## config.mk

```make
export PLATFORM = sky130hd
export DESIGN_NAME = retransmit_timeout_queue_top
export DESIGN_NICKNAME = d
export VERILOG_FILES = /design/src/design/rtq_pkg.sv /design/src/design/retransmit_timeout_queue_top.sv /design/src/design/rtq_report_buf.sv
export SDC_FILE = /design/constraint.sdc
export NUM_CORES = 2
export LEC_CHECK = 0
export BUFFER_PORTS_ARGS = -buffer_cell sky130_fd_sc_hd__buf_2
export CORE_MARGIN = 1.5
export CORE_UTILIZATION = 44
export DETAILED_ROUTE_END_ITERATION = 16
export GPL_TIMING_DRIVEN = 0
export HOLD_SLACK_MARGIN = 0.06
export PLACE_DENSITY = 0.64
export SETUP_SLACK_MARGIN = 0.4
export SLEW_MARGIN = 10
export SYNTH_ARGS = -nofsm -noshare
export SYNTH_HDL_FRONTEND = slang
export SYNTH_SLANG_ARGS = --single-unit
```

## constraint.sdc

```tcl
create_clock -name clk_i -period 40.3 [get_ports clk_i]
set_input_delay 6.045 -clock clk_i [delete_from_list [all_inputs] [get_ports clk_i]]
set_output_delay 6.045 -clock clk_i [all_outputs]
set_load 0.01 [all_outputs]
```

## src/design/rtq_pkg.sv

```systemverilog
// ----------------------------------------------------------------------------
// rtq_pkg
// types and codes shared by the retransmit timeout queue
// ----------------------------------------------------------------------------
package rtq_pkg;

  typedef enum logic [1:0] {
    MODE_SEND  = 2'd0,
    MODE_ACK   = 2'd1,
    MODE_TICK  = 2'd2,
    MODE_CLOSE = 2'd3
  } mode_e;

  typedef enum logic [2:0] {
    KIND_RETX  = 3'd0,
    KIND_DROP  = 3'd1,
    KIND_EVICT = 3'd2,
    KIND_ACK   = 3'd3,
    KIND_CLOSE = 3'd4
  } kind_e;

  typedef enum logic [2:0] {
    ST_IDLE,
    ST_RD,
    ST_EV,
    ST_MV,
    ST_FIN
  } state_e;

  localparam int unsigned CfgIdxW   = 8;
  localparam int unsigned CfgDataW  = 16;
  localparam logic [CfgIdxW-1:0] CFG_TIMEOUT = 8'd0;
  localparam logic [CfgIdxW-1:0] CFG_RETRY   = 8'd1;

  typedef struct packed {
    logic [31:0] seq;
    logic [31:0] stamp;
    logic [7:0]  retries;
    logic [15:0] target;
    logic [15:0] handle;
    logic [15:0] length;
  } entry_t;

  typedef struct packed {
    kind_e       kind;
    logic [31:0] seq;
    logic [15:0] target;
    logic [15:0] handle;
    logic [15:0] length;
    logic [7:0]  attempt;
  } report_t;

  typedef struct packed {
    report_t rep;
    logic    last;
  } out_word_t;

  typedef struct packed {
    logic pend;
    logic room;
  } buf_stat_t;

endpackage

```

## src/design/retransmit_timeout_queue_top.sv

```systemverilog
// send into a non-full table writes the entry directly; ack, tick and a full send
// scan the table through the entry ram port, reading and then evaluating each entry
// close scans the same way, a moved-in entry is checked without a new read
// results leave through a one-word output register after a one-word hold stage
// reset clears count, tick time, pointers and handshake state; ram is not cleared
// ----------------------------------------------------------------------------
// retransmit_timeout_queue_top
// ordered table of unacknowledged packets with timeout and retry handling
// ----------------------------------------------------------------------------
module retransmit_timeout_queue_top #(
  parameter int unsigned QUEUE_DEPTH = 16
) (
  input  logic                         clk_i,
  input  logic                         rst_ni,
  input  logic                         cfg_valid_i,
  output logic                         cfg_ready_o,
  input  logic [rtq_pkg::CfgIdxW-1:0]  cfg_index_i,
  input  logic [rtq_pkg::CfgDataW-1:0] cfg_data_i,
  input  logic                         in_valid_i,
  output logic                         in_ready_o,
  input  logic [1:0]                   mode_i,
  input  logic [31:0]                  seq_num_i,
  input  logic [15:0]                  target_i,
  input  logic [15:0]                  buffer_handle_i,
  input  logic [15:0]                  packet_length_i,
  output logic                         out_valid_o,
  input  logic                         out_ready_i,
  output logic [2:0]                   kind_o,
  output logic [31:0]                  seq_out_o,
  output logic [15:0]                  target_out_o,
  output logic [15:0]                  handle_out_o,
  output logic [15:0]                  length_out_o,
  output logic [7:0]                   attempt_o,
  output logic                         last_o
);
  import rtq_pkg::*;

  localparam int unsigned IdxW = (QUEUE_DEPTH > 1) ? $clog2(QUEUE_DEPTH) : 1;
  localparam int unsigned CntW = $clog2(QUEUE_DEPTH + 1);
  localparam logic [CntW-1:0] Full = CntW'(QUEUE_DEPTH);
  localparam logic [CntW-1:0] One  = CntW'(1);

  state_e state_q, state_d;
  mode_e  mode_q;
  logic [31:0] seq_q, tick_q, tick_d;
  logic [15:0] tgt_q, hnd_q, len_q, tmo_q;
  logic [7:0]  lim_q;
  logic [CntW-1:0] rd_q, rd_d, wr_q, wr_d, cnt_q, cnt_d;

  entry_t mem [QUEUE_DEPTH];
  entry_t rdata_q, wdata;
  logic   mem_we, mem_re;
  logic [IdxW-1:0] waddr, raddr;

  buf_stat_t stat;
  report_t   rep;
  out_word_t oword;
  logic      push, flush, in_acc;
  logic      hit, keep, stall, scan_end, at_last;
  logic [31:0] age;
  logic        timed, at_lim;
  entry_t      upd;

  assign in_ready_o  = (state_q == ST_IDLE) && !stat.pend;
  assign in_acc      = in_valid_i && in_ready_o;
  assign cfg_ready_o = 1'b1;

  assign age      = tick_q - rdata_q.stamp;
  assign timed    = age > {16'd0, tmo_q};
  assign at_lim   = rdata_q.retries >= lim_q;
  assign scan_end = rd_q == cnt_q;
  assign at_last  = rd_q == (cnt_q - One);

  // evaluation of the entry at the read port
  always_comb begin
    hit  = 1'b0;
    keep = 1'b1;
    upd  = rdata_q;
    rep  = '{kind: KIND_ACK, seq: rdata_q.seq, target: rdata_q.target,
             handle: rdata_q.handle, length: rdata_q.length,
             attempt: rdata_q.retries};
    unique case (mode_q)
      MODE_SEND: begin
        hit      = rd_q == '0;
        keep     = !hit;
        rep.kind = KIND_EVICT;
      end
      MODE_ACK: begin
        hit  = rdata_q.seq == seq_q;
        keep = !hit;
      end
      MODE_TICK: begin
        if (timed && at_lim) begin
          hit      = 1'b1;
          keep     = 1'b0;
          rep.kind = KIND_DROP;
        end else if (timed) begin
          hit         = 1'b1;
          upd.stamp   = tick_q;
          upd.retries = rdata_q.retries + 8'd1;
          rep.kind    = KIND_RETX;
          rep.attempt = upd.retries;
        end
      end
      MODE_CLOSE: begin
        hit      = rdata_q.target == tgt_q;
        keep     = !hit;
        rep.kind = KIND_CLOSE;
      end
      default: ;
    endcase
  end

  assign stall = hit && !stat.room;

  // next state
  always_comb begin
    state_d = state_q;
    unique case (state_q)
      ST_IDLE: if (in_acc) begin
        state_d = (mode_e'(mode_i) == MODE_SEND && cnt_q != Full) ? ST_FIN : ST_RD;
      end
      ST_RD: state_d = scan_end ? ST_FIN : ST_EV;
      ST_EV: if (!stall) begin
        if (mode_q == MODE_CLOSE && hit) state_d = at_last ? ST_FIN : ST_MV;
        else state_d = ST_RD;
      end
      ST_MV:  state_d = ST_EV;
      ST_FIN: if (!stat.pend) state_d = ST_IDLE;
      default: state_d = ST_IDLE;
    endcase
  end

  // outputs and datapath
  always_comb begin
    mem_we = 1'b0;
    mem_re = 1'b0;
    waddr  = wr_q[IdxW-1:0];
    raddr  = rd_q[IdxW-1:0];
    wdata  = upd;
    push   = 1'b0;
    flush  = 1'b0;
    rd_d   = rd_q;
    wr_d   = wr_q;
    cnt_d  = cnt_q;
    tick_d = tick_q;
    unique case (state_q)
      ST_IDLE: begin
        rd_d = '0;
        wr_d = '0;
        if (in_acc) begin
          if (mode_e'(mode_i) == MODE_TICK) tick_d = tick_q + 32'd1;
          if (mode_e'(mode_i) == MODE_SEND && cnt_q != Full) begin
            mem_we = 1'b1;
            waddr  = cnt_q[IdxW-1:0];
            wdata  = '{seq: seq_num_i, stamp: tick_q, retries: 8'd0,
                       target: target_i, handle: buffer_handle_i,
                       length: packet_length_i};
            cnt_d  = cnt_q + One;
          end
        end
      end
      ST_RD: begin
        if (scan_end) begin
          if (mode_q != MODE_CLOSE) cnt_d = wr_q;
          if (mode_q == MODE_SEND) begin
            mem_we = 1'b1;
            wdata  = '{seq: seq_q, stamp: tick_q, retries: 8'd0,
                       target: tgt_q, handle: hnd_q, length: len_q};
            cnt_d  = wr_q + One;
          end
        end else begin
          mem_re = 1'b1;
        end
      end
      ST_EV: if (!stall) begin
        push = hit;
        if (mode_q == MODE_CLOSE) begin
          if (!hit) begin
            rd_d = rd_q + One;
          end else if (at_last) begin
            cnt_d = cnt_q - One;
          end else begin
            mem_re = 1'b1;
            raddr  = cnt_q[IdxW-1:0] - IdxW'(1);
          end
        end else begin
          rd_d = rd_q + One;
          if (keep) begin
            mem_we = 1'b1;
            wr_d   = wr_q + One;
          end
        end
      end
      ST_MV: begin
        mem_we = 1'b1;
        waddr  = rd_q[IdxW-1:0];
        wdata  = rdata_q;
        cnt_d  = cnt_q - One;
      end
      ST_FIN: flush = 1'b1;
      default: ;
    endcase
  end

  always_ff @(posedge clk_i) begin
    if (mem_we) mem[waddr] <= wdata;
    if (mem_re) rdata_q <= mem[raddr];
  end

  always_ff @(posedge clk_i or negedge rst_ni) begin
    if (!rst_ni) begin
      state_q <= ST_IDLE;
      cnt_q   <= '0;
      tick_q  <= '0;
      rd_q    <= '0;
      wr_q    <= '0;
      tmo_q   <= 16'd3;
      lim_q   <= 8'd3;
      mode_q  <= MODE_SEND;
    end else begin
      state_q <= state_d;
      cnt_q   <= cnt_d;
      tick_q  <= tick_d;
      rd_q    <= rd_d;
      wr_q    <= wr_d;
      if (in_acc) mode_q <= mode_e'(mode_i);
      if (cfg_valid_i && cfg_index_i == CFG_TIMEOUT) tmo_q <= cfg_data_i;
      if (cfg_valid_i && cfg_index_i == CFG_RETRY) lim_q <= cfg_data_i[7:0];
    end
  end

  always_ff @(posedge clk_i) begin
    if (in_acc) begin
      seq_q <= seq_num_i;
      tgt_q <= target_i;
      hnd_q <= buffer_handle_i;
      len_q <= packet_length_i;
    end
  end

  rtq_report_buf u_buf (
    .clk_i       (clk_i),
    .rst_ni      (rst_ni),
    .push_i      (push),
    .rep_i       (rep),
    .flush_i     (flush),
    .out_ready_i (out_ready_i),
    .out_valid_o (out_valid_o),
    .out_o       (oword),
    .stat_o      (stat)
  );

  assign kind_o       = oword.rep.kind;
  assign seq_out_o    = oword.rep.seq;
  assign target_out_o = oword.rep.target;
  assign handle_out_o = oword.rep.handle;
  assign length_out_o = oword.rep.length;
  assign attempt_o    = oword.rep.attempt;
  assign last_o       = oword.last;

endmodule

```

## src/design/rtq_report_buf.sv

```systemverilog
// ----------------------------------------------------------------------------
// rtq_report_buf
// holds one pending report back so the final word can carry the last flag
// ----------------------------------------------------------------------------
module rtq_report_buf (
  input  logic               clk_i,
  input  logic               rst_ni,
  input  logic               push_i,
  input  rtq_pkg::report_t   rep_i,
  input  logic               flush_i,
  input  logic               out_ready_i,
  output logic               out_valid_o,
  output rtq_pkg::out_word_t out_o,
  output rtq_pkg::buf_stat_t stat_o
);
  import rtq_pkg::*;

  logic      pend_valid_q, pend_valid_d;
  report_t   pend_q, pend_d;
  logic      out_valid_q, out_valid_d;
  out_word_t out_q, out_d;
  logic      can_out;

  assign can_out = !out_valid_q || out_ready_i;

  always_comb begin
    pend_valid_d = pend_valid_q;
    pend_d       = pend_q;
    out_valid_d  = out_valid_q && !out_ready_i;
    out_d        = out_q;
    if (push_i) begin
      if (pend_valid_q) begin
        out_d       = '{rep: pend_q, last: 1'b0};
        out_valid_d = 1'b1;
      end
      pend_d       = rep_i;
      pend_valid_d = 1'b1;
    end else if (flush_i && pend_valid_q && can_out) begin
      out_d        = '{rep: pend_q, last: 1'b1};
      out_valid_d  = 1'b1;
      pend_valid_d = 1'b0;
    end
  end

  always_ff @(posedge clk_i or negedge rst_ni) begin
    if (!rst_ni) begin
      pend_valid_q <= 1'b0;
      out_valid_q  <= 1'b0;
    end else begin
      pend_valid_q <= pend_valid_d;
      out_valid_q  <= out_valid_d;
    end
  end

  always_ff @(posedge clk_i) begin
    pend_q <= pend_d;
    out_q  <= out_d;
  end

  assign out_valid_o = out_valid_q;
  assign out_o       = out_q;
  assign stat_o.pend = pend_valid_q;
  assign stat_o.room = !pend_valid_q || can_out;

endmodule

```

==> summary.md <==
| Metric | Value |
|---|---|
| Outcome | `finished clean` |
| Post-DP Area | `0.101 mm²` |
| Ys Warns | `0` |
| Fill cells | `16800` |
| Crit path capture type | `register` |
| Adder-cell share of the synthesized area | `0.00852` |
| Slew @ Worst Pin | `1.32 ns` |
| Routed wire length | `255000 µm` |
| Post-DP HPWL | `around 170000 µm` |
| Fin crit share | `0.251` |
| Final setup margin | `30.18 ns` |
| Reg clk slew, reported paths | `0.06 ns` |
| Post-Syn Instances | `approximately 5300` |
| Main combinational cell family by area after synthesis | `multiplexers` |
| Combinational Power Share | `0.207` |
| # resized after CTS | `0` |
| Post-DRT Antenna Nets | `0` |
| Net count, final | `6266` |
| Startpoint Class | `input pin` |
| Fmax | `slightly below 100 MHz` |
| GP Congestion | `0.887` |
| Kind of critical path | `in -> reg` |
| Slowest cell on crit path | `nor3_2` |
| WP data arrival | `10.68 ns` |
| Setup Buffers After CTS | `0` |
| Cell Rows | `approximately 170` |
| Initial antenna violation count | `18` |
| Vias in the first global route | `between 50000 and 60000` |
| I/O pins | `~200` |
| DR iter-0 viols | `between 7000 and 8000` |
| Post-synth EDFFs | `around 2300` |
| Core area | `roughly 0.21 mm²` |
| Total CTS buffers | `roughly 230` |
| Router iterations before antenna repair | `6` |
| Placed cells | `just under 9000` |
| Die Ht | `464 µm` |
| Worst-Skew Late Latency | `0.87 ns` |
| Die footprint | `0.215 mm²` |
| Syn Nets | `5503` |
| TritonCTS Sinks | `2381` |
| Post-layout instance area | `0.109 mm²` |
| CP max FO | `10` |
| NetSw | `1980 µW` |
| Synthesis-stage register bit count | `2381` |
| Clock share of power | `0.313` |
| Total track usage | `0.232` |
| Final Hold Viols | `0` |
| Synth Area in Compound Gates | `0.0586` |
| Global route total overflow | `0` |
| Mux contribution to synthesized area | `0.109` |
| Crit path time final | `slightly above 10 ns` |
| Most frequent cells in the layout | `2303 x edfxtp_1, 974 x mux2i_1, 482 x o22ai_1, 365 x buf_2, 227 x clkbuf_16` |
| CTS root buffer | `clkbuf_16` |
| Cell Int Power | `4850 µW` |
| Prevailing post-synth register cell | `edfxtp_1` |
| Sequential area share after synthesis | `0.761` |
| Sw frac | `0.290` |
| Residual DRC | `0` |
| Worst slew margin | `0.119` |
| Pin count of the biggest net entering global routing | `67` |
| FFs w/ async S/R, synth | `0.0328` |
| Max IR drop VDD | `~0.000053 V` |
| Cts hold-fix bufs | `0` |
| Finished Core Util | `0.518` |
| Clock H-tree levels | `4` |
| Flop pwr share | `0.480` |
| Max_cap viols | `0` |
| Clock Tree Buf Depth | `3` |
| Pre-CTS setup slack | `29.40 ns` |
| Number of port buffers | `204` |
| Mean routed wirelength per cell | `28.0 µm` |
| Slew Viols, Final | `0` |
| Yosys cell types | `just under 80` |
| Syn_area_per_cell | `17.5 µm²` |
| CP max stage delay | `0.80 ns` |
| Xor-xnor portion of the synthesized cell area | `0.0113` |
| CTS tree | `built` |
| Commonest non-fill, non-tap cell in the layout | `edfxtp_1` |
| Non-Filler Instances | `a little over 9000` |
| Worst-case clock skew | `0.0331 ns` |
| Layout cells sized above 1 | `0.181` |
| Leak Pwr | `0.0418 µW` |
| Hold WC Path Type | `reg -> reg` |
| P per Cell Area | `62.7 mW/mm²` |
| DIE WIDTH | `464 µm` |
| Vias/cell | `5.87` |
| CP cell instances | `buf_2 > a211oi_1 > and3_1 > clkbuf_1 > nor2_1 > nor2b_1 > buf_1 > a21oi_2 > buf_2 > nor3_2 > buf_4 > buf_6 > buf_6 > buf_6 > buf_4 > buf_6 > buf_4` |
| Simple-Gate Fraction of Synth Area | `0.0301` |
| Setup TNS after final layout | `0 ns` |
| RSZ-0062 raised after global routing | `false` |
| Vias | `53400` |
| Count of final setup violators | `0` |
| Starting density of the core | `0.444` |
| Synthesized area | `0.0934 mm²` |
| Area growth syn-to-layout | `16.5%` |
| Most used cell, CP | `buf_6` |
| First-pass GRT wire length | `363000 µm` |
| WP data required | `approximately 41 ns` |
## power groups by stage
stage               clock (µW)  combinational, µW  sequential (µW)
finish                    2140               1410             3270
global route              2260               1500             3290
CTS                       2160               1400             3270
detailed placement           0               1390             3320
global placement             0               1290             3440
floorplan                    0                845             3340
## metrics by stage
stage | hold WS (ns) | total power, µW
final | 0.418 | 6830
after global routing | 0.422 | 7050
after CTS | 0.419 | 6830
after detailed placement | 0.405 | 4710
after global placement | 0.402 | 4720
after floorplan | 0.400 | 4190
## path summary, 6_finish.rpt
kind	from	to	slack, ns	cells after the start
max	mode_i[0]	mem[11][10]	30.18	17
min	u_buf.pend_q[60]	u_buf.out_o[61]	0.42	0
max reg2reg	tick_q[0]	mem[11][10]	31.48	28
min reg2reg	u_buf.pend_q[60]	u_buf.out_o[61]	0.42	0
max in group asynchronous	rst_ni	lim_q[0]	34.50	2
min in group asynchronous	rst_ni	tick_q[17]	5.10	1
## layout make-up
type                       instances  area (µm²)  area share
sequential                      2381       71100       0.654
multi-input combinational       2508       20500       0.188
clock buffer                     281        5920      0.0544
timing repair buffer             534        4260      0.0392
tap                             2805        3510      0.0323
clock inverter                   154        1530      0.0141
buffer                           281        1350      0.0124
inverter                         159         607     0.00558
antenna                            8        20.0    0.000184
## routing by layer
metal | GRT usage | vias to the layer above | routed length [µm]
li1 | - | 23000 | -
met1 | 0.331 | 27300 | 107000
met2 | 0.359 | 2743 | 117000
met3 | 0.0474 | 400 | 24500
met4 | 0.0689 | 0 | 7140
met5 | 0 | - | 0
## flip-flops by register name (all words and copies together) (netlist names), 16 cells and up
name and cells:
seq_q 32, hnd_q 16, mem 1920, tgt_q 16
tick_q 32, rdata_q 120, len_q 16, u_buf.pend_q 91
u_buf.out_o 92, tmo_q 16
## synth_stat cells, types with 10 or more instances
library cell	instances	area (µm²)
a21o_1	16	120
a21oi_1	63	315
a222oi_1	83	831
and2_1	14	87.6
and3_1	19	119
buf_1	16	60.1
buf_2	162	811
buf_4	10	75.1
clkbuf_1	87	327
dfrtp_1	74	1850
edfxtp_1	2303	69200
ha_1	62	776
inv_1	159	597
mux2_2	41	462
mux2i_1	975	9760
nand2_1	106	398
nand2b_1	15	93.8
nand3_1	35	175
nand4_1	25	156
nor2_1	59	221
nor2b_1	11	68.8
nor3_1	41	205
nor4_1	16	100
o211ai_1	14	105
o21ai_0	65	325
o22ai_1	482	3020
or4_1	121	908
xnor2_1	74	648
xor2_1	47	412
## kinds of logic (layout without fill, tap and decap cells)
group	Yosys count	in the layout
xor+xnor	121	121
other cells	1	9
mux	1016	1016
flops	2381	2381
fa+ha+maj	63	63
buf+inv	440	1409
simple gates	496	496
compound gates	811	811
## critical path: cells and delay by family
kind,cells,cell delay [ns]
and+or+nand+nor,4,1.25
AOI/OAI and AO/OA,2,0.55
buffers and inverters,11,2.80
(Power assumes the default switching activity.)
